===== src/rtl/core/vector_magnitude_azimuth_macros.svh =====
// Assertion macros shared by the vector magnitude and azimuth block.
// Both expect the clock i_clk and the active-low reset i_rst_n in scope.
`ifndef VECTOR_MAGNITUDE_AZIMUTH_MACROS_SVH
`define VECTOR_MAGNITUDE_AZIMUTH_MACROS_SVH

// The consequent must hold in the same cycle as the antecedent.
`define VMA_ASSERT_NOW(label, ante, cons) \
    label: assert property (@(posedge i_clk) disable iff (!i_rst_n) (ante) |-> (cons)) \
        else $error("vma: same-cycle check failed");

// The consequent must hold in the cycle after the antecedent.
`define VMA_ASSERT_NEXT(label, ante, cons) \
    label: assert property (@(posedge i_clk) disable iff (!i_rst_n) (ante) |=> (cons)) \
        else $error("vma: next-cycle check failed");

`endif


===== src/rtl/core/vma_pkg.sv =====
package vma_pkg;

    // Default fraction bits of the fixed-point inputs and width of the binary angles.
    localparam int DEFAULT_FRACTION_BITS = 16;
    localparam int DEFAULT_ANGLE_BITS    = 16;

    // Width of the threshold register.
    localparam int CFG_BITS = 16;

    // Number of CORDIC vectoring steps, one per pipeline stage.
    localparam int CORDIC_STEPS = 30;

    // Datapath widths: inputs are scaled to about 2^58, and the gain of the
    // rotation plus the quarter-turn stays well below 2^61.
    localparam int XW = 62;
    // Angle accumulator where 2^31 stands for pi; the sum can pass 2^31.
    localparam int ZW = 34;

    // atan(2^-i) in units where 2^31 stands for pi, rounded.
    localparam logic [29:0] ATAN_UNITS [CORDIC_STEPS] = '{
        30'd536870912, 30'd316933406, 30'd167458907, 30'd85004756,
        30'd42667331,  30'd21354465,  30'd10679838,  30'd5340245,
        30'd2670163,   30'd1335087,   30'd667544,    30'd333772,
        30'd166886,    30'd83443,     30'd41722,     30'd20861,
        30'd10430,     30'd5215,      30'd2608,      30'd1304,
        30'd652,       30'd326,       30'd163,       30'd81,
        30'd41,        30'd20,        30'd10,        30'd5,
        30'd3,         30'd1
    };

endpackage


===== src/rtl/core/vma_sqrt_pipe.sv =====
module vma_sqrt_pipe #(
    parameter int FRACTION_BITS = vma_pkg::DEFAULT_FRACTION_BITS,
    parameter int DEPTH         = vma_pkg::CORDIC_STEPS + 1
) (
    input  logic                            i_clk,
    input  logic [DEPTH-1:0]                i_en,
    input  logic signed [FRACTION_BITS+1:0] i_east,
    input  logic signed [FRACTION_BITS+1:0] i_north,
    output logic [FRACTION_BITS+1:0]        o_magnitude
);
    import vma_pkg::*;

    localparam int IN_BITS     = FRACTION_BITS + 2;
    localparam int RW          = 2 * IN_BITS;
    localparam int ROUND_STAGE = IN_BITS + 2;

    logic signed [RW-1:0] w_sq_e;
    logic signed [RW-1:0] w_sq_n;
    logic [RW-1:0]        r_sq_e;
    logic [RW-1:0]        r_sq_n;
    logic [RW-1:0]        r_rem  [1:DEPTH-1];
    logic [IN_BITS-1:0]   r_root [1:DEPTH-1];

    // Stage 0: square both components.
    assign w_sq_e = RW'(i_east) * RW'(i_east);
    assign w_sq_n = RW'(i_north) * RW'(i_north);

    always_ff @(posedge i_clk) begin
        if (i_en[0]) begin
            r_sq_e <= w_sq_e;
            r_sq_n <= w_sq_n;
        end
    end

    // Stage 1: the sum of squares becomes the starting remainder.
    always_ff @(posedge i_clk) begin
        if (i_en[1]) begin
            r_rem[1]  <= r_sq_e + r_sq_n;
            r_root[1] <= '0;
        end
    end

    // One root bit per stage, most significant first, then rounding.
    for (genvar k = 2; k < DEPTH; k++) begin : g_stage
        if (k <= IN_BITS + 1) begin : g_digit
            localparam int B = IN_BITS + 1 - k;
            logic [RW-1:0] w_trial;
            logic [RW:0]   w_diff;

            // (root + 2^B)^2 - root^2 = root * 2^(B+1) + 2^(2B)
            assign w_trial = (RW'(r_root[k-1]) << (B + 1)) + (RW'(1) << (2 * B));
            assign w_diff  = {1'b0, r_rem[k-1]} - {1'b0, w_trial};

            always_ff @(posedge i_clk) begin
                if (i_en[k]) begin
                    if (!w_diff[RW]) begin
                        r_rem[k]  <= w_diff[RW-1:0];
                        r_root[k] <= r_root[k-1] | (IN_BITS'(1) << B);
                    end else begin
                        r_rem[k]  <= r_rem[k-1];
                        r_root[k] <= r_root[k-1];
                    end
                end
            end
        end else if (k == ROUND_STAGE) begin : g_round
            // Round to nearest: step up when the remainder exceeds the root.
            always_ff @(posedge i_clk) begin
                if (i_en[k]) begin
                    r_rem[k] <= r_rem[k-1];
                    if (r_rem[k-1] > RW'(r_root[k-1])) begin
                        r_root[k] <= r_root[k-1] + IN_BITS'(1);
                    end else begin
                        r_root[k] <= r_root[k-1];
                    end
                end
            end
        end else begin : g_hold
            // Delay stages that keep step with the angle pipeline.
            always_ff @(posedge i_clk) begin
                if (i_en[k]) begin
                    r_rem[k]  <= r_rem[k-1];
                    r_root[k] <= r_root[k-1];
                end
            end
        end
    end

    assign o_magnitude = r_root[DEPTH-1];

endmodule


===== config.mk =====
export PLATFORM = sky130hd
export DESIGN_NAME = vma_sqrt_pipe
export DESIGN_NICKNAME = d
export VERILOG_FILES = /design/src/rtl/core/vector_magnitude_azimuth_macros.svh /design/src/rtl/core/vma_pkg.sv /design/src/rtl/core/vma_sqrt_pipe.sv
export SDC_FILE = /design/constraint.sdc
export NUM_CORES = 2
export LEC_CHECK = 0
export ABC_AREA = 1
export BUFFER_PORTS_ARGS = -buffer_cell sky130_fd_sc_hd__buf_2
export CORE_UTILIZATION = 45
export CTS_BUF_LIST = sky130_fd_sc_hd__clkbuf_2 sky130_fd_sc_hd__clkbuf_4 sky130_fd_sc_hd__clkbuf_8
export CTS_CLUSTER_SIZE = 14
export DETAILED_ROUTE_END_ITERATION = 6
export SETUP_SLACK_MARGIN = 0.3
export SYNTH_ARGS = -nofsm -noshare
export SYNTH_HDL_FRONTEND = slang
export SYNTH_SLANG_ARGS = --single-unit

===== constraint.sdc =====
create_clock -name i_clk -period 21.2 [get_ports i_clk]
set_input_delay 4.24 -clock i_clk [delete_from_list [all_inputs] [get_ports i_clk]]
set_output_delay 4.24 -clock i_clk [all_outputs]
set_load 0.005 [all_outputs]

==> impl_metrics.ini <==
[min_path]
worst_hold_path_type = reg -> reg
hold_depth = 0
min-delay-start = r_root[1][140]

[critical_path]
ff2ff_path_depth = 12
cp-end-kind = flip-flop
cp.required_ns = 21.95
rr_startpoint = r_root[0][122]
r2r_slack_ns = 17.10
worstSetupPathType = in -> reg
critPathMaxFanout = 20
cp.arrival_ns = 10.17
crit_path_end = r_sq_e[29]
critPathLaunch = i_east[0]
crit_path_start_kind = primary input
r2r-end = r_rem[3][53]

[synth]
synth_edf_count = 1123
synth_area_mm2 = 0.109
netlist_instances = 14900
synthArstFlopShare_pct = 0
ys_types = 50
ys_warn_count = 0
yosys.area_share.adder_pct = 20.2
synth_compound_area_share_pct = 6.58
synth_seq_area_share_pct = 30.9
synth.area.top_cells = edfxtp_1 31%, nand2_1 15%, inv_1 12%
synth-xor-area-share_pct = 3.22
synth_area_per_cell_um2 = 7.33
synth_top_area_share_pct = 30.9
synth_top_cell_by_area = edfxtp_1
synth.area.mux_share_pct = 0
ys_ff_latch = 1123
synth_top_family_by_area = simple AND/OR/NAND/NOR gates
synth-main-ff-cell = edfxtp_1
syn_nets = 16400
synth-simple-area-share_pct = 26.5

[global_routing]
grt_max_degree = 74
grt_pass1_vias = 87100
antenna_found_initial = 14
grt.overflow.total = 0
grtUsageTotal_pct = 25.1
grt_pass1_wl_um = 483000

[clock_tree]
htree_levels = 4
clk_pin_slew_ns = 0.06
clock_latency_ns = 1.01
cts_resized = 0
clock_path_buffers = 3
clkSinkCount = 1123
cts_tree = yes
post_cts_buffers = 0
numCtsBuffers = 197
cts_hold_buf = 0
cts-root-buf = clkbuf_8

[timing]
drv_slew = 0
rsz0062_at_grt = no
clock_skew_ns = 0.0774
period_minus_slack_ns = 9.42
setup_violations = 0
hold_violations = 0
finalSetupTns_ns = 0
slew_headroom_pct = 20.1
worstMarginPinSlew_ns = 1.19
post-route-period-util_pct = 44.4
fmax_ghz = 0.106

[finish]
utilization_pct = 48.6
final_cells = 18300
nets = 16500
area_delta_synth_final_pct = 7.18
drive_gt1_share_pct = 3.43

[floorplanning]
die-width_um = 494
die_h_um = 494
start_util_pct = 45.3
core_area_mm2 = 0.241
design.die.area_mm2 = 0.244
num_rows = 180
pin_count = 86

[routing]
ant_nets = 0
vias = 92000
wl_um = 309000
post_drt_wl_per_cell_um = 16.9
post-route-drc-count = 3
via_per_inst = 5.02
drtIter0Drc = 7167
firstDrtPassIters = 7

[outcome]
status = complete, but fails checks
violations = design-rule violations

[place]
dpl.hpwl_um = 255000
post-place-cells = 18000
port_buffers = 85
place_congestion = 0.959

[flow_run]
drv_cap = 0
## layout make-up
type | count | area [um^2]
fill | 24500 | 124000
tap | 3185 | 3990
antenna | 2 | 5.00
sequential | 1123 | 33700
clock inverter | 121 | 1300
timing repair buffer | 111 | 621
clock buffer | 238 | 3020
inverter | 3355 | 12600
multi-input combinational | 10200 | 61700
## cell families after synthesis
logic type / Yosys count
flip-flops: 1123
adder cells (fa/ha/maj): 1415
buffers and inverters: 3565
AO/OA/AOI/OAI: 1331
XOR/XNOR: 401
AND/OR/NAND/NOR: 7058
## synth_stat cells, types with 2 or more instances
cell      number
a211oi_1       6
a21boi_0      17
a21o_1        24
a21oi_1      560
a21oi_2        8
a31o_2         4
a31oi_1       15
and2_1        23
and3_1        10
buf_1         28
buf_12         3
buf_2         45
buf_4         30
buf_6         13
clkbuf_1      86
clkbuf_2       4
clkinv_1       2
edfxtp_1    1123
fa_1         584
ha_1         831
inv_1       3344
inv_2          9
nand2_1     4462
nand2_2       22
nand3_1      764
nand3_2       11
nand3b_1      63
nand4_1      234
nor2_1      1244
nor2_2         3
nor3_1       173
nor3_2         6
nor3_4         2
nor4_1        20
nor4_2         2
o211ai_1       3
o21a_1        12
o21ai_0      549
o21ai_1       24
o21ai_2       17
o21bai_1      91
or2_2         15
xnor2_1       75
xor2_1       326
## cells in the final DEF, fill, tap and decap left out, types with 26 or more instances in the layout
master	synthesis	routed
nand3b_1	63	63
clkbuf_4	1	41
buf_4	30	26
ha_1	831	831
a21oi_1	560	560
nor3_1	173	173
xor2_1	326	326
edfxtp_1	1123	1123
nor2_1	1244	1244
o21bai_1	91	91
fa_1	584	584
buf_2	45	85
inv_1	3344	3344
nand2_1	4462	4461
nand3_1	764	764
o21ai_0	549	549
clkinv_1	2	56
xnor2_1	75	75
nand4_1	234	234
clkbuf_8	0	197
## sequential cells by signal (all words and copies together) (netlist names)
register and cells:
r_root 369, r_rem 684, r_sq_e 35, r_sq_n 35
## critical path, cell delays in order
cell      delay [ns]
buf_2           0.49
nand2_1         0.25
inv_1           0.13
fa_1            0.43
inv_1           0.20
fa_1            0.44
inv_1           0.09
ha_1            0.46
inv_1           0.27
fa_1            0.56
inv_1           0.05
fa_1            0.52
inv_1           0.05
fa_1            0.48
inv_1           0.05
ha_1            0.37
a21o_1          0.22
a21boi_0        0.25
a21boi_0        0.34
nand3_1         0.11
nand2_1         0.07
nand2_1         0.05
## layer usage
metal  GRT usage [%]  vias to the layer above  routed length [um]
met5               0                        -                  56
met2            40.6                     2340              140000
met4            5.71                       10                6570
met1            36.0                    42700              146000
met3            2.71                      370               16700
li1                -                    46600                   -
## worst min-delay path by stage
stage                endpoint
3_5_place_dp     r_rem[1][21]
5_1_grt          r_rem[1][19]
3_3_place_gp   r_root[1][170]
4_1_cts        r_root[1][158]
6_report       r_root[1][158]
2_1_floorplan     r_rem[1][0]
## through the flow
stage	hold slack [ns]	area, um^2	setup slack [ns]
after floorplan	0.400	109000	11.50
after global placement	0.400	113000	10.85
after detailed placement	0.405	113000	10.74
after CTS	0.385	117000	11.84
after global routing	0.403	117000	11.33
final	0.405	117000	11.78
Power is left out: the tool's default activity adds up to more than one toggle a clock period on the data nets, which glitch-free logic cannot reach.
